<file path="src/lpse_pkg.sv">
// Shared types and constants for the LED pixel symbol encoder.
package lpse_pkg;

	localparam int BitsPerByte     = 8;
	localparam int BytesPerPixel   = 3;
	localparam int SymbolsPerPixel = BitsPerByte * BytesPerPixel;
	localparam int PixelWidth      = BitsPerByte * BytesPerPixel;
	localparam int DurWidth        = 15;
	localparam int BrightWidth     = 9;
	localparam int CfgIndexWidth   = 3;
	localparam int CfgDataWidth    = 15;
	localparam int PosWidth        = 5;
	localparam int ByteSelWidth    = 2;
	localparam int BitSelWidth     = 3;

	localparam logic [BrightWidth-1:0] BrightFull = 9'd256;

	typedef enum logic [CfgIndexWidth-1:0] {
		REG_ZERO_FIRST  = 3'd0,
		REG_ZERO_SECOND = 3'd1,
		REG_ONE_FIRST   = 3'd2,
		REG_ONE_SECOND  = 3'd3,
		REG_HIGH_LOW    = 3'd4,
		REG_MSB_LEAD    = 3'd5,
		REG_BRIGHTNESS  = 3'd6
	} reg_index_t;

	typedef struct packed {
		logic [DurWidth-1:0]    zero_first;
		logic [DurWidth-1:0]    zero_second;
		logic [DurWidth-1:0]    one_first;
		logic [DurWidth-1:0]    one_second;
		logic                   high_then_low;
		logic                   msb_lead;
		logic [BrightWidth-1:0] brightness;
	} cfg_t;

	// One scaled pixel; the first wire byte sits in the lowest bits.
	typedef struct packed {
		logic                  last;
		logic [PixelWidth-1:0] bytes;
	} pixel_t;

	typedef struct packed {
		logic   valid;
		pixel_t data;
	} queue_rd_t;

endpackage

</file>
<file path="src/lpse_front.sv">
// Front end: accepts pixels and scales each byte by the brightness factor.
module lpse_front (
	input  logic                          clk,
	input  logic                          arst_n,
	input  logic                          in_valid,
	output logic                          in_ready,
	input  logic [lpse_pkg::PixelWidth-1:0] in_bytes,
	input  logic                          in_last,
	input  logic [lpse_pkg::BrightWidth-1:0] brightness,
	output logic                          push_valid,
	input  logic                          push_ready,
	output lpse_pkg::pixel_t              push_data
);

	logic                                 valid_s1;
	lpse_pkg::pixel_t                     data_s1;
	logic [lpse_pkg::BrightWidth-1:0]     factor;
	logic [lpse_pkg::PixelWidth-1:0]      scaled;

	// Factors above full scale saturate to full scale.
	assign factor = (brightness > lpse_pkg::BrightFull) ? lpse_pkg::BrightFull : brightness;

	always_comb begin
		logic [lpse_pkg::BitsPerByte+lpse_pkg::BrightWidth-1:0] prod;
		scaled = '0;
		for (int b = 0; b < lpse_pkg::BytesPerPixel; b++) begin
			prod = {{lpse_pkg::BrightWidth{1'b0}}, in_bytes[b*lpse_pkg::BitsPerByte +:
				lpse_pkg::BitsPerByte]} * {{lpse_pkg::BitsPerByte{1'b0}}, factor};
			scaled[b*lpse_pkg::BitsPerByte +: lpse_pkg::BitsPerByte] =
				prod[lpse_pkg::BitsPerByte +: lpse_pkg::BitsPerByte];
		end
	end

	assign in_ready   = !valid_s1 || push_ready;
	assign push_valid = valid_s1;
	assign push_data  = data_s1;

	always_ff @(posedge clk or negedge arst_n) begin
		if (!arst_n) begin
			valid_s1 <= 1'b0;
		end else if (in_valid && in_ready) begin
			valid_s1 <= 1'b1;
		end else if (push_ready) begin
			valid_s1 <= 1'b0;
		end
	end

	always_ff @(posedge clk) begin
		if (in_valid && in_ready) begin
			data_s1.bytes <= scaled;
			data_s1.last  <= in_last;
		end
	end

endmodule

</file>
<file path="src/lpse_queue.sv">
// Two-entry queue of scaled pixels between the front and back ends.
module lpse_queue (
	input  logic                 clk,
	input  logic                 arst_n,
	input  logic                 push_valid,
	output logic                 push_ready,
	input  lpse_pkg::pixel_t     push_data,
	output lpse_pkg::queue_rd_t  rd,
	input  logic                 pop
);

	lpse_pkg::pixel_t mem [2];
	logic             wr_ptr_q;
	logic             rd_ptr_q;
	logic [1:0]       count_q;
	logic             do_push;
	logic             do_pop;

	assign push_ready = (count_q != 2'd2);
	assign do_push    = push_valid && push_ready;
	assign do_pop     = pop && (count_q != 2'd0);
	assign rd.valid   = (count_q != 2'd0);
	assign rd.data    = mem[rd_ptr_q];

	always_ff @(posedge clk or negedge arst_n) begin
		if (!arst_n) begin
			wr_ptr_q <= 1'b0;
			rd_ptr_q <= 1'b0;
			count_q  <= 2'd0;
		end else begin
			if (do_push) wr_ptr_q <= ~wr_ptr_q;
			if (do_pop)  rd_ptr_q <= ~rd_ptr_q;
			case ({do_push, do_pop})
				2'b10:   count_q <= count_q + 2'd1;
				2'b01:   count_q <= count_q - 2'd1;
				default: count_q <= count_q;
			endcase
		end
	end

	always_ff @(posedge clk) begin
		if (do_push) mem[wr_ptr_q] <= push_data;
	end

endmodule

</file>
<file path="src/lpse_back.sv">
// Back end: serializes one pixel into 24 pulse symbols behind an output register.
module lpse_back (
	input  logic                          clk,
	input  logic                          arst_n,
	input  lpse_pkg::cfg_t                cfg,
	input  lpse_pkg::queue_rd_t           rd,
	output logic                          pop,
	output logic                          out_valid,
	input  logic                          out_ready,
	output logic [lpse_pkg::DurWidth-1:0] one_length,
	output logic                          one_level,
	output logic [lpse_pkg::DurWidth-1:0] two_length,
	output logic                          two_level,
	output logic                          done,
	output logic                          frame_end
);

	localparam logic [lpse_pkg::PosWidth-1:0] LastPos =
		lpse_pkg::PosWidth'(lpse_pkg::SymbolsPerPixel - 1);

	logic                                busy_q;
	logic [lpse_pkg::PosWidth-1:0]       pos_q;
	lpse_pkg::pixel_t                    cur_q;
	logic                                out_valid_q;
	logic                                load;
	logic                                final_sym;
	logic [lpse_pkg::BitsPerByte-1:0]    cur_byte;
	logic [lpse_pkg::BitSelWidth-1:0]    step;
	logic [lpse_pkg::BitSelWidth-1:0]    bit_idx;
	logic                                sym_bit;

	assign load      = !out_valid_q || out_ready;
	assign final_sym = (pos_q == LastPos);
	// Refill at the final symbol so pixels follow without a gap.
	assign pop       = load && rd.valid && (!busy_q || final_sym);

	assign cur_byte = cur_q.bytes[pos_q[lpse_pkg::PosWidth-1 -: lpse_pkg::ByteSelWidth] *
		lpse_pkg::BitsPerByte +: lpse_pkg::BitsPerByte];
	assign step     = pos_q[lpse_pkg::BitSelWidth-1:0];
	assign bit_idx  = cfg.msb_lead ? ~step : step;
	assign sym_bit  = cur_byte[bit_idx];

	assign out_valid = out_valid_q;

	always_ff @(posedge clk or negedge arst_n) begin
		if (!arst_n) begin
			busy_q      <= 1'b0;
			pos_q       <= '0;
			out_valid_q <= 1'b0;
		end else if (load) begin
			out_valid_q <= busy_q;
			if (busy_q && !final_sym) begin
				pos_q <= pos_q + 1'b1;
			end else begin
				pos_q  <= '0;
				busy_q <= rd.valid;
			end
		end
	end

	always_ff @(posedge clk) begin
		if (pop) cur_q <= rd.data;
		if (load && busy_q) begin
			one_length <= sym_bit ? cfg.one_first : cfg.zero_first;
			two_length <= sym_bit ? cfg.one_second : cfg.zero_second;
			one_level  <= cfg.high_then_low;
			two_level  <= ~cfg.high_then_low;
			done       <= final_sym;
			frame_end  <= final_sym && cur_q.last;
		end
	end

endmodule

</file>
<file path="src/led_pixel_symbol_encoder.sv">
// Top level of the LED pixel symbol encoder: configuration registers and stream ports.
// Path: an accepted pixel passes the front end register, the queue, the back end's pixel
// register and the output register before its first symbol shows on m_tvalid.
// Throughput: one symbol per cycle while m_tready stays high, set by the back end's symbol
// counter feeding the output register; the front end and queue hold up to three pixels.
// Reset: arst_n clears all handshake state at once and loads the register defaults.
module led_pixel_symbol_encoder (
	input  logic        clk,
	input  logic        arst_n,
	// Pixel input stream.
	input  logic        s_tvalid,
	output logic        s_tready,
	input  logic [23:0] s_tdata,  // color_first[7:0], color_second[15:8], color_third[23:16]
	input  logic        s_tlast,  // last_pixel
	// Symbol output stream.
	output logic        m_tvalid,
	input  logic        m_tready,
	output logic [31:0] m_tdata,  // phase_one_length[14:0], phase_one_level[15],
	                              // phase_two_length[30:16], phase_two_level[31]
	output logic        m_tlast,  // pixel_done
	output logic        m_tuser,  // frame_end
	// Configuration write port.
	input  logic                               cfg_we,
	input  logic [lpse_pkg::CfgIndexWidth-1:0] cfg_index,
	input  logic [lpse_pkg::CfgDataWidth-1:0]  cfg_data
);

	// All configuration lives here; the front end reads only the brightness, the
	// back end the durations, levels and bit order. The user must write only while
	// idle; the block does not enforce it, and both ends read the registers directly.
	lpse_pkg::cfg_t      cfg_q;

	logic                push_valid;
	logic                push_ready;
	lpse_pkg::pixel_t    push_data;
	lpse_pkg::queue_rd_t rd;
	logic                pop;

	always_ff @(posedge clk or negedge arst_n) begin
		if (!arst_n) begin
			cfg_q.zero_first    <= 15'd4;
			cfg_q.zero_second   <= 15'd8;
			cfg_q.one_first     <= 15'd8;
			cfg_q.one_second    <= 15'd4;
			cfg_q.high_then_low <= 1'b1;
			cfg_q.msb_lead      <= 1'b1;
			cfg_q.brightness    <= lpse_pkg::BrightFull;
		end else if (cfg_we) begin
			case (cfg_index)
				lpse_pkg::REG_ZERO_FIRST:  cfg_q.zero_first    <= cfg_data;
				lpse_pkg::REG_ZERO_SECOND: cfg_q.zero_second   <= cfg_data;
				lpse_pkg::REG_ONE_FIRST:   cfg_q.one_first     <= cfg_data;
				lpse_pkg::REG_ONE_SECOND:  cfg_q.one_second    <= cfg_data;
				lpse_pkg::REG_HIGH_LOW:    cfg_q.high_then_low <= cfg_data[0];
				lpse_pkg::REG_MSB_LEAD:    cfg_q.msb_lead      <= cfg_data[0];
				lpse_pkg::REG_BRIGHTNESS:  cfg_q.brightness    <=
					cfg_data[lpse_pkg::BrightWidth-1:0];
				default: ;  // Indexes past the register list are ignored.
			endcase
		end
	end

	// The front end scales the three bytes as it accepts the pixel.
	lpse_front u_front (
		.clk        (clk),
		.arst_n     (arst_n),
		.in_valid   (s_tvalid),
		.in_ready   (s_tready),
		.in_bytes   (s_tdata),
		.in_last    (s_tlast),
		.brightness (cfg_q.brightness),
		.push_valid (push_valid),
		.push_ready (push_ready),
		.push_data  (push_data)
	);

	// The queue lets a new pixel be taken while the previous one is still serialized.
	lpse_queue u_queue (
		.clk        (clk),
		.arst_n     (arst_n),
		.push_valid (push_valid),
		.push_ready (push_ready),
		.push_data  (push_data),
		.rd         (rd),
		.pop        (pop)
	);

	// The back end walks 24 bit positions and drives one symbol per transaction.
	lpse_back u_back (
		.clk        (clk),
		.arst_n     (arst_n),
		.cfg        (cfg_q),
		.rd         (rd),
		.pop        (pop),
		.out_valid  (m_tvalid),
		.out_ready  (m_tready),
		.one_length (m_tdata[14:0]),
		.one_level  (m_tdata[15]),
		.two_length (m_tdata[30:16]),
		.two_level  (m_tdata[31]),
		.done       (m_tlast),
		.frame_end  (m_tuser)
	);

endmodule

</file>
<file path="config.mk">
export PLATFORM = sky130hd
export DESIGN_NAME = led_pixel_symbol_encoder
export DESIGN_NICKNAME = d
export VERILOG_FILES = /design/src/lpse_pkg.sv /design/src/lpse_front.sv /design/src/lpse_queue.sv /design/src/lpse_back.sv /design/src/led_pixel_symbol_encoder.sv
export SDC_FILE = /design/constraint.sdc
export NUM_CORES = 1
export LEC_CHECK = 0
export ABC_AREA = 0
export BUFFER_PORTS_ARGS = -buffer_cell sky130_fd_sc_hd__buf_2
export CORE_MARGIN = 1.5
export CORE_UTILIZATION = 67
export DETAILED_ROUTE_END_ITERATION = 8
export HOLD_SLACK_MARGIN = 0.12
export PLACE_DENSITY = 0.86
export SKIP_LAST_GASP = 1
export SLEW_MARGIN = 40
export SYNTH_ARGS = -nofsm -noshare
export SYNTH_HDL_FRONTEND = slang
export SYNTH_SLANG_ARGS = --single-unit
</file>
<file path="constraint.sdc">
create_clock -name clk -period 14.2 [get_ports clk]
set_clock_uncertainty 0.2 [all_clocks]
set_input_delay 2.13 -clock clk [delete_from_list [all_inputs] [get_ports clk]]
set_output_delay 2.13 -clock clk [all_outputs]
set_load 0.02 [all_outputs]
</file>
# [Word-level counts from Yosys, hierarchy flattened]
# Memories as Yosys holds them, arrays and structs flattened. A register that Yosys moved wholly into a read port is not among the register bits.
# Index checks and enable logic that the tools add are counted.
[classes] div=0 shifts=1 reduce_logical=27 n_bitwise=5 eq_ne=10 mul=3 add_sub_neg=3 n_mux=12 magnitude_cmp=2
[ops] op="$mul 8x9->16" n=3
[ops] op="$mux 15" n=2
[ops] op="$shiftx 24x6->8" n=1
[ops] op="$reduce_and 2->1" n=8
[ops] op="$eq 3x3->1 const B" n=3
[ops] op="$gt 9x9->1 const B" n=1
[ops] op="$mux 9" n=1
[ops] op="$logic_and 1x1->1" n=8
[ops] op="$eq 3x2->1 const B" n=2
[ops] op="$reduce_bool 2->1" n=3
[ops] op="$add 5x1->5 const B" n=1
[ops] op="$eq 5x5->1 const B" n=1
[ops] op="$mux 1" n=5
[ops] op="$mux 5" n=1
[ops] op="$logic_not 1->1" n=4
[ops] op="$lt 3x4->1 const B" n=1
[ops] op="$not 1->1" n=4
[ops] op="$pmux 2 s2" n=1
[ops] op="$bmux 1 s3" n=1
[ops] op="$eq 3x1->1 const B" n=1
[ops] op="$logic_not 3->1" n=1
[ops] op="$logic_or 1x1->1" n=3
[ops] op="$mux 3" n=1
[ops] op="$not 3->3" n=1
[ops] op="5 further kinds" n=5
[word_totals] mem_count=1 reg_bits=142 latch_bits=0 mem_bits_rw=50 mem_bits_ro=0
[memory_table] name="u_queue.mem" depth=2 width=25 rd=1 rd_ports_with_merged_regs=1 write_ports=1 line="lpse_queue.sv:12" source="lpse_pkg::pixel_t mem [2];"

# [Depth between registers and ports, before layout]
# Gate-level depths: netlist of the first run.
[logic_depth] ltp_word=7 ltp_mapped=20 depth_no_buf=17

# [Hierarchy]
# A second synthesis of the first run with hierarchy kept.
[hier_totals] cells_unflattened=1233 area_unflattened_um2=15249.6
[by_module_without_submodules] mod="lpse_front" cells_per_inst=812 n_inst=1 seq_area_each_um2=775.7 area_each_um2=7404.6
[by_module_without_submodules] mod="lpse_back" cells_per_inst=170 n_inst=1 seq_area_each_um2=1946.9 area_each_um2=2979.1
[by_module_without_submodules] mod="led_pixel_symbol_encoder" cells_per_inst=156 n_inst=1 seq_area_each_um2=1785.5 area_each_um2=2850.2
[by_module_without_submodules] mod="lpse_queue" cells_per_inst=95 n_inst=1 seq_area_each_um2=1601.5 area_each_um2=2015.7

# [Worst setup path after synthesis of the first run]
# No wires, ideal clock.
[synth_timing] kind="input port to flip-flop" startpoint="in s_tdata[18]" endpoint="reg u_front.data_s1 (netlist bit u_front.push_data[23]), data pin" setup_slack_ns=7.879 t_arrival_ns=5.843 cell_stages=14 setup_time_ns=0.278 path_buffers=0 path_cell_list="and2_1 -> fa_1 -> inv_1 -> fa_1 -> fa_1 -> fa_1 -> inv_1 -> ha_1 -> a21o_1 -> a2111o_1 -> o221ai_1 -> a2111o_1 -> o31a_1 -> o311ai_0"
[synth_via] elab_chain_cells=1
[synth_lines] element="start, declared" line="led_pixel_symbol_encoder.sv:13" source="input logic [23:0] s_tdata,"
[synth_lines] element="$mul 8x9->16" line="lpse_front.sv:28" source="lpse_pkg::BitsPerByte]} * {{lpse_pkg::BitsPerByte{1'b0}}, factor};"
[synth_lines] element="via u_front.scaled (one bit)" line="lpse_front.sv:18" source="logic [lpse_pkg::PixelWidth-1:0] scaled;"
[synth_lines] element="end, declared" line="lpse_front.sv:16" source="lpse_pkg::pixel_t data_s1;"
# The timed path passes the listed nets, and every way through them passes these cells.
# A chain may end at the register's enable or synchronous reset.

# [Worst setup path after layout of the first run]
# Ends and elaborated chain as after synthesis.

==> flow_metrics.py, run 1 <==
metrics = {
    "final_layout": {
        "area_growth_pct": 9.43,
        "finalNetCount": 1588,
        "antenna_cells": 0,
        "layoutNonFillerInstCount": 1617,
        "finish.utilization_pct": 75.0,
        "drive_above_1_share_pct": 19.7,
    },
    "floorplan": {
        "die_x_um": 153,
        "die_y_um": 153,
        "rows": 54,
        "start_util_pct": 68.5,
        "pin_count": 84,
        "core_um2": 21900,
        "die_area_um2": 23300,
    },
    "timing": {
        "hold_viol": 0,
        "maxSlewViolCount": 0,
        "relSlewSlack_pct": 54.5,
        "rsz0062_at_grt": "false",
        "finalSetupTns_ns": 0,
        "period_needed_ns": 6.25,
        "fin_crit_sh_pct": 44.0,
        "max_slew.worst_pin.slew_ns": 0.682,
        "fmax_mhz": 160,
        "fin_ws_ns": 7.95,
        "setup_viol": 0,
    },
    "power_and_ir_drop": {
        "p_per_area_nw_per_um2": 201,
        "p_int_mw": 2.04,
        "ir_drop_uv": 118,
        "p_leak_nw": 7.57,
        "power_frac_comb_pct": 49.6,
        "p_seq_share_pct": 34.0,
        "total_power_mw": 3.31,
        "switching_share_pct": 38.2,
        "clockPowerShare_pct": 16.4,
        "p_switching_mw": 1.26,
    },
    "synthesis": {
        "syn_nets": 1506,
        "syn_area_um2": 15000,
        "synth_area_leaders": "edfxtp_1 (27%), fa_1 (16%), dfrtp_1 (13%), ha_1 (8.2%), mux2_2 (6.0%)",
        "yosysTopAreaCellShare_pct": 26.8,
        "synth-async-reset-ratio_pct": 38.2,
        "synth_seq_cells": 217,
        "yosys_most_used_dff": "edfxtp_1",
        "synthesis.instances": 1240,
        "synth-edff-count": 134,
        "avgSynthCellArea_um2": 12.1,
        "ys.warnings.count": 0,
        "synth.distinct_cells": 60,
        "synth_seq_area_share_pct": 40.7,
        "synth.largest_area_cell": "edfxtp_1",
    },
    "placement": {
        "place_congestion": 0.875,
        "dp.cells": 1579,
        "port-buffer-count": 83,
        "pre_cts_slack_ns": 7.49,
        "dp_hpwl_um": 20900,
    },
    "detailed_routing": {
        "first_pass_iters": 5,
        "viasPerCell": 5.82,
        "route.antenna.remaining_nets": 0,
        "drcViolationCount": 0,
        "drtIter0Drc": 638,
        "routedWlPerCell_um": 19.0,
        "vias": 9413,
        "wirelength_um": 30700,
    },
    "clocking": {
        "cts_buffer_depth": 3,
        "cts_hold_repair.buffers": 0,
        "htreeDepth": 1,
        "clk_pin_slew_ns": 0.06,
        "insertion_delay_ns": 0.50,
        "tritoncts": "built",
        "cts_buffers": 21,
        "clkSinkCount": 217,
        "ctsResizeCount": 0,
        "cts_setup_buffers": 0,
        "root_buffer": "clkbuf_16",
    },
    "global_route": {
        "grt_max_degree": 84,
        "grt_use_total_pct": 27.2,
        "grt_pass1_wl_um": 51000,
        "antenna_found_initial": 0,
        "overflow": 0,
        "grt_pass1_vias": 10200,
    },
    "setup_path": {
        "r2r-start": "cfg_q[8]",
        "critPathRequiredTime_ns": 14.22,
        "critical_path.max_fanout": 9,
        "cp_cell_sequence": "buf_2 -> and2_1 -> fa_1 -> inv_1 -> fa_1 -> fa_1 -> fa_1 -> inv_1 -> ha_1 -> a21o_1 -> a2111o_1 -> o221ai_1 -> a2111o_1 -> o31a_1 -> o311ai_0",
        "crit_path_frequent_cell": "fa_1",
        "crit_path_top_delay_cell": "fa_1",
        "critPathKind": "in -> reg",
        "critPathTopFamily": "adder cells",
        "arrival_ns": 6.28,
        "start_kind": "input pin",
        "end_kind": "flip-flop",
        "max_stage_delay_ns": 0.55,
        "crit_buf_inv": 3,
        "startpoint": "s_tdata[18]",
    },
    "min_path": {
        "hold_path.class": "reg -> reg",
        "hold_path_startpoint": "u_front.push_data[7]",
    },
    "flow_run": {
        "drv_cap": 0,
    },
    "run_status": {
        "status": "completed",
    },
}
## registers in the layout, summed over array words and instances (netlist names), 2 cells and up
register / cells
u_back.pos_q: 5
u_back.two_length: 15
u_back.one_length: 15
u_back.cur_q: 25
u_queue.mem: 50
u_front.push_data: 25
cfg_q: 71
u_queue.count_q: 2
## power groups by stage
stage | clock, mW | combinational, mW | sequential [mW]
2_1_floorplan | 0 | 1.23 | 1.12
3_3_place_gp | 0 | 1.53 | 1.10
3_5_place_dp | 0 | 1.60 | 1.13
4_1_cts | 0.550 | 1.63 | 1.12
5_1_grt | 0.576 | 1.83 | 1.15
6_report | 0.544 | 1.64 | 1.12
## worst register-to-register path: cells and delay by family, from the launching register on
kind	cells	cell delay, ns
adders and majority gates	5	2.31
DFF	1	0.97
buffers and inverters	3	0.35
and+or+nand+nor	2	0.34
AOI/OAI and AO/OA	6	1.44
## stage by stage
stage	hold WS (ns)	area (um^2)
6_report	0.245	16400
5_1_grt	0.261	16400
4_1_cts	0.246	16400
3_5_place_dp	0.229	15700
3_3_place_gp	0.223	15700
2_1_floorplan	0.221	15000
## cell type report
| class | count | area, um^2 |
|---|---|---|
| inverter | 178 | 668 |
| tap | 280 | 350 |
| clock inverter | 10 | 72.6 |
| sequential | 217 | 6110 |
| multi-input combinational | 803 | 8050 |
| fill | 1356 | 5480 |
| timing repair buffer | 101 | 559 |
| clock buffer | 28 | 602 |
## worst paths after layout
kind / slack, ns / endpoint / depth (start not counted)
setup / recovery: 7.95 / u_front.push_data[23] / 15
hold / removal: 0.24 / u_queue.mem[0][7] / 0
setup reg to reg: 8.31 / u_front.push_data[23] / 16
hold reg to reg: 0.24 / u_queue.mem[0][7] / 0
max in group asynchronous: 11.85 / u_queue.rd_ptr_q / 1
min in group asynchronous: 1.45 / u_back.pos_q[0] / 1
## cell usage in the layout (no fill, tap or decap), drive strengths merged, types with 10 or more instances in the layout
master and instances:
inv 179, and2 143, edfxtp 134, mux2 131
fa 120, buf 100, ha 98, nand2 86
dfrtp 76, clkbuf 29, xnor2 28, a21oi 24
o21ai 20, a21o 19, nor2b 14, nand2b 12
nor2 11, xor2 10
## metal layers
| metal | share of wire (%) | routed length, um | vias up | track usage [%] |
|---|---|---|---|---|
| met5 | 0 | 0 | - | 0 |
| met4 | 2.5 | 760 | 0 | 8.42 |
| met3 | 5.5 | 1690 | 58 | 3.21 |
| met2 | 50 | 15200 | 311 | 46.1 |
| met1 | 42 | 13000 | 4752 | 37.2 |
| li1 | - | - | 4292 | - |
## cell families after synthesis
| family | share of synthesized area, % |
|---|---|
| DFF | 40.7 |
| xor gates and xnor gates | 2.22 |
| buffers and inverters | 5.81 |
| and+or+nand+nor | 11.5 |
| muxes | 11.2 |
| AOI/OAI and AO/OA | 4.29 |
| adders and majority gates | 24.2 |
## synthesized netlist by cell type, types with 24 or more instances
library cell	instances
dfrtp_1	76
inv_1	178
xnor2_1	28
fa_1	120
clkbuf_1	26
mux2_4	30
edfxtp_1	134
a21oi_1	24
and2_1	143
nand2_1	86
ha_1	98
mux2_2	80
No activity file was read; power rests on OpenSTA's default activity.
==> inputs of run 2 (changes only) <==
Settings changed: ABC_AREA 0 to 1, CORE_UTILIZATION 67 to 57, PLACE_DENSITY 0.86 to 0.78.
Clock period 14.2 ns to 5.3 ns, I/O delays scaled along.
==> run 2 against run 1 <==
  * Total power grew to 2.7 times the previous value
  * Register-to-register slack worse by 8.1 ns
  * Core utilization down 11 points
  * First-iteration DRC count increased by 72%
  * Cell area grew 1.9%
  * Sequential share of layout area is 0.71 points lower
  * Highest routed layer unchanged
  * Clock power rose to 2.7 times the previous value
  * Clock-buffer cell count fell by 4
  * Final cell count is 31% higher
  * Worst hold slack worse by 0.11 ns
  * Synthesized cell count rose by 36%
==> flow_metrics.py, run 2 <==
metrics = {
    "final_layout": {
        "top_register": "cfg_q",
        "antenna_cells": 0,
        "final_cell_mix": "nand2_1 (465), inv_1 (286), nor2_1 (156), edfxtp_1 (134), fa_1 (120)",
        "largest_reg_flops": 71,
        "fin_area_um2": 16700,
        "reg_top3": "cfg_q: 71 flops, u_queue.mem: 50 flops",
        "drive_above_1_share_pct": 11.3,
        "final_common_cell": "nand2_1",
        "finalNetCount": 2038,
        "area_growth_pct": 10.9,
    },
    "setup_path": {
        "critical_path.max_fanout": 9,
        "r2r_slack_ns": 0.17,
        "arrival_ns": 5.16,
        "start_kind": "flip-flop",
        "critPathRequiredTime_ns": 5.33,
        "end_kind": "flip-flop",
        "critPathKind": "reg -> reg",
    },
    "floorplan": {
        "core_um2": 26000,
        "start_util_pct": 58.1,
        "rows": 59,
        "pin_count": 84,
        "die_area_um2": 27500,
        "die_y_um": 166,
        "die_x_um": 166,
    },
    "detailed_routing": {
        "routedWlPerCell_um": 16.1,
        "first_pass_iters": 6,
        "route.antenna.remaining_nets": 0,
        "wirelength_um": 34100,
        "vias": 11500,
        "drtIter0Drc": 1097,
        "drcViolationCount": 0,
        "viasPerCell": 5.41,
    },
    "synthesis": {
        "yosysMostFrequentCell": "nand2_1",
        "synth.largest_area_cell": "edfxtp_1",
        "yosysTopAreaCellShare_pct": 26.7,
        "yosys_most_used_dff": "edfxtp_1",
        "synth_seq_cells": 217,
        "synthesis.instances": 1683,
        "avgSynthCellArea_um2": 8.96,
        "synth_area_leaders": "edfxtp_1 (27%), fa_1 (16%), dfrtp_1 (13%), nand2_1 (12%), ha_1 (8.1%)",
        "syn_nets": 1949,
        "syn_area_um2": 15100,
        "synth.distinct_cells": 42,
        "synth_seq_area_share_pct": 40.5,
        "ys.warnings.count": 0,
        "synth-edff-count": 134,
        "synth_common_cells": "nand2_1 (469), inv_1 (288), nor2_1 (163)",
        "synth-async-reset-ratio_pct": 38.2,
    },
    "timing": {
        "hold_viol": 0,
        "relSlewSlack_pct": 52.7,
        "setup_viol": 0,
        "period_needed_ns": 5.13,
        "fin_crit_sh_pct": 96.7,
        "maxSlewViolCount": 0,
        "fmax_mhz": 195,
        "holdWs_ns": 0.135,
        "max_slew.worst_pin.slew_ns": 0.702,
    },
    "placement": {
        "dp_hpwl_um": 25700,
        "place_congestion": 0.960,
        "placed_area_um2": 15900,
        "port-buffer-count": 83,
    },
    "clocking": {
        "cts_hold_repair.buffers": 0,
        "insertion_delay_ns": 0.49,
        "cts_buffer_depth": 3,
        "htreeDepth": 1,
        "cts_buffers": 20,
        "clkSinkCount": 217,
        "tritoncts": "built",
        "clk_pin_slew_ns": 0.07,
        "root_buffer": "clkbuf_16",
    },
    "power_and_ir_drop": {
        "p_int_mw": 5.08,
        "clockPowerShare_pct": 16.9,
        "p_switching_mw": 3.74,
        "p_seq_share_pct": 33.9,
        "p_leak_nw": 8.54,
        "power_frac_comb_pct": 49.2,
        "ir_drop_uv": 470,
        "p_per_area_nw_per_um2": 527,
        "switching_share_pct": 42.4,
    },
    "run_status": {
        "status": "completed",
    },
    "global_route": {
        "grt_use_total_pct": 24.9,
        "overflow": 0,
        "grt_max_degree": 84,
        "grt_pass1_wl_um": 55900,
        "antenna_found_initial": 0,
        "grt_pass1_vias": 11400,
    },
    "min_path": {
        "hold_path.class": "in -> async",
    },
    "flow_run": {
        "drv_cap": 0,
    },
}
==> run 2: path summary, 6_finish.rpt <==
check                                        endpoint                 start  cells after the start
min in group clk                    u_queue.mem[1][0]  u_front.push_data[0]                      0
worst max register to register  u_front.push_data[20]              cfg_q[8]                     19
worst max-delay path            u_front.push_data[20]              cfg_q[8]                     19
worst min-delay path                        cfg_q[38]                arst_n                      1
max in group asynchronous            u_back.out_valid                arst_n                      1
worst min register to register      u_queue.mem[1][0]  u_front.push_data[0]                      0
==> run 2: routing by layer <==
metal | track usage, % | wire (um)
met2 | 43.2 | 16800
met1 | 33.6 | 14300
met5 | 0 | 0
met3 | 2.68 | 2250
met4 | 6.54 | 740
==> run 2: worst max-delay path: stages (launching register included) <==
cell and delay [ns]:
dfstp_2 0.53, inv_2 0.06, a31oi_4 0.26, buf_4 0.20
nor2_8 0.04, inv_2 0.12, buf_4 0.20, nor2_1 0.08
fa_1 0.54, inv_1 0.06, fa_1 0.53, inv_1 0.05
fa_1 0.50, fa_1 0.42, ha_1 0.34, a21oi_1 0.20
o21ai_0 0.16, a21oi_1 0.16, nand2_1 0.09, xor2_1 0.14
==> run 2: metrics by stage <==
step | power [mW] | TNS, ns | std cells | setup slack, ns | utilization, %
floorplan | 6.04 | 0 | 1683 | 0.284 | -
global placement | 7.09 | 0 | 2080 | 0.265 | 61.1
detailed placement | 7.25 | 0 | 2082 | 0.0972 | 61.4
CTS | 8.77 | 0 | 2118 | 0.0879 | 64.0
global route | 9.52 | -0.0644 | 2121 | -0.0469 | 64.4
finish | 8.82 | 0 | 2121 | 0.175 | 64.4
==> run 2: what timing repair did <==
item                                    in CTS  in global routing
endpoints found under the setup margin       0                 12
endpoints found under the hold margin        0                  0
gates resized for setup                      0                 21
setup buffers                                0                  3
==> run 2: cell families after synthesis <==
group / Yosys count / synth area share [%]
flip-flops: 217 / 40.5
AND/OR/NAND/NOR: 732 / 19.5
adder cells (fa/ha/maj): 218 / 24.1
XOR/XNOR: 31 / 1.85
AO/OA/AOI/OAI: 143 / 5.11
buffers and inverters: 342 / 8.96
==> run 2: cell type report <==
| type | instances | area (um^2) |
|---|---|---|
| Clock buffer | 24 | 547 |
| Clock inverter | 12 | 146 |
| Fill cell | 2093 | 9250 |
| Inverter | 297 | 1110 |
| Multi-Input combinational cell | 1124 | 7700 |
| Sequential cell | 217 | 6110 |
| Tap cell | 335 | 419 |
| Timing Repair Buffer | 112 | 689 |
==> run 2: power groups by stage <==
stage / clock [mW] / combinational (mW) / sequential [mW]
2_1_floorplan: 0 / 2.94 / 3.10
3_3_place_gp: 0 / 4.10 / 2.99
3_5_place_dp: 0 / 4.23 / 3.02
4_1_cts: 1.51 / 4.27 / 2.99
5_1_grt: 1.57 / 4.90 / 3.05
6_report: 1.49 / 4.34 / 2.99
==> inputs of run 3 (changes only) <==
Settings changed: GPL_TIMING_DRIVEN set to 0.
==> run 3 against run 2 <==
  * Combinational power up 5.3%
  * Highest routed layer is now met5
  * Cell area up 1.2%
  * Routed wire length down 0.94%
  * Fmax down 0.53%
  * Largest cell class unchanged
  * Worst setup slack worse by 0.027 ns
  * Critical path depth unchanged
  * Final cell count up 1.3%
  * Clock power down 7%
  * Via count up 0.75%
  * Register-to-register slack worse by 0.03 ns
==> flow_metrics.py, run 3 (synthesis results as in run 2) <==
metrics = {
    "floorplan": {
        "die_y_um": 166,
        "start_util_pct": 58.1,
        "die_area_um2": 27500,
        "pin_count": 84,
        "die_x_um": 166,
        "core_um2": 26000,
        "rows": 59,
    },
    "setup_path": {
        "critPathTopFamily": "adder cells",
        "critical_path.max_fanout": 6,
        "arrival_ns": 5.15,
        "critPathKind": "reg -> reg",
        "max_stage_delay_ns": 0.49,
        "start_kind": "flip-flop",
        "crit_path_top_delay_cell": "fa_1",
        "crit_buf_inv": 5,
        "cp_cell_sequence": "nor4_4 -> a31oi_4 -> buf_4 -> nor2_4 -> buf_6 -> nand2_1 -> fa_1 -> inv_1 -> fa_1 -> fa_1 -> inv_1 -> fa_1 -> inv_1 -> ha_2 -> nand2_2 -> nor4_2 -> nand2_1 -> nand4_1 -> nand2_1",
        "end_kind": "flip-flop",
        "crit_path_frequent_cell": "fa_1",
        "critPathRequiredTime_ns": 5.30,
    },
    "detailed_routing": {
        "wirelength_um": 33700,
        "vias": 11600,
        "drcViolationCount": 0,
        "routedWlPerCell_um": 15.7,
        "viasPerCell": 5.38,
        "route.antenna.remaining_nets": 0,
        "drtIter0Drc": 898,
        "first_pass_iters": 5,
    },
    "global_route": {
        "overflow": 0,
        "grt_max_degree": 45,
        "grt_pass1_wl_um": 55000,
        "antenna_found_initial": 2,
        "grt_pass1_vias": 11600,
        "grt_use_total_pct": 24.6,
    },
    "final_layout": {
        "top_register": "cfg_q",
        "antenna_cells": 0,
        "layoutNonFillerInstCount": 2149,
        "final_cell_mix": "nand2_1 (465), inv_1 (285), nor2_1 (150), edfxtp_1 (134), fa_1 (120)",
        "largest_reg_flops": 71,
        "num-fill-cells": 2107,
        "final_common_cell": "nand2_1",
        "reg_top3": "cfg_q: 71 flops, u_queue.mem: 50 flops",
        "drive_above_1_share_pct": 11.9,
        "area_growth_pct": 12.2,
        "multiInputGateArea_um2": 7780,
        "finalNetCount": 2069,
        "register_area_um2": 6110,
    },
    "timing": {
        "relSlewSlack_pct": 57.3,
        "fmax_mhz": 194,
        "finalSetupTns_ns": 0,
        "hold_viol": 0,
        "period_needed_ns": 5.15,
        "max_slew.worst_pin.slew_ns": 0.641,
        "setup_viol": 0,
        "fin_crit_sh_pct": 97.2,
        "rsz0062_at_grt": "true",
        "maxSlewViolCount": 0,
    },
    "clocking": {
        "root_buffer": "clkbuf_16",
        "clkSinkCount": 217,
        "tritoncts": "built",
        "cts_buffer_depth": 3,
        "insertion_delay_ns": 0.49,
        "htreeDepth": 1,
        "clk_pin_slew_ns": 0.07,
        "cts_buffers": 19,
    },
    "power_and_ir_drop": {
        "total_power_mw": 8.93,
        "p_per_area_nw_per_um2": 527,
        "p_leak_nw": 8.59,
        "ir_drop_uv": 455,
    },
    "flow_run": {
        "drv_cap": 0,
    },
    "placement": {
        "place_congestion": 0.922,
        "dp_hpwl_um": 25600,
        "port-buffer-count": 83,
        "dp.cells": 2105,
    },
    "min_path": {
        "hold_path.class": "reg -> reg",
    },
    "run_status": {
        "status": "completed",
    },
}
==> run 3: cell type report <==
type | instances | share of cell area [%]
plain buffers | 42 | 1.40
inverters | 297 | 6.63
clock inverters | 9 | 0.731
well taps | 335 | 2.48
clock buffers | 23 | 2.92
multi-input cells | 1124 | 45.9
flip-flops and latches | 217 | 36.1
repair buffers | 102 | 3.82
==> run 3: metrics by stage <==
step	hold slack, ns	worst slack, ns	utilization (%)	cell area, um^2
detailed placement	0.231	-0.462	61.7	16000
finish	0.248	0.147	65.2	16900
global placement	0.223	-0.404	61.3	15900
floorplan	0.221	0.284	-	15100
global route	0.251	-0.0338	65.2	16900
CTS	0.246	0.00654	64.4	16700
==> run 3: per-layer routing <==
layer	wire [um]	global-route usage [%]	share of wire, %
met1	13800	31.4	41
met2	16900	42.7	50
met3	2270	3.97	6.7
met4	814	8.26	2.4
met5	13	0	0.039
==> run 3: power by group <==
group          switching [mW]  internal, mW
combinational            2.97          1.60
clock                   0.579         0.813
sequential              0.247          2.72
==> run 3: final timing paths <==
path,from,to,slack (ns),cells past startpoint
hold / removal,u_front.push_data[20],u_queue.mem[1][20],0.25,0
min in group asynchronous,arst_n,cfg_q[20],0.58,2
hold reg to reg,u_front.push_data[20],u_queue.mem[1][20],0.25,0
max in group asynchronous,arst_n,cfg_q[10],3.70,3
setup reg to reg,cfg_q[7],u_front.push_data[15],0.15,19
setup / recovery,cfg_q[7],u_front.push_data[15],0.15,19
==> run 3: timing repair <==
action | CTS | global route
endpoints found under the setup margin | 22 | 17
pin swaps | 2 | 16
setup buffers | 6 | 8
hold buffers | 1 | 0
hold endpoints to repair | 38 | 0
gates resized for setup | 9 | 45
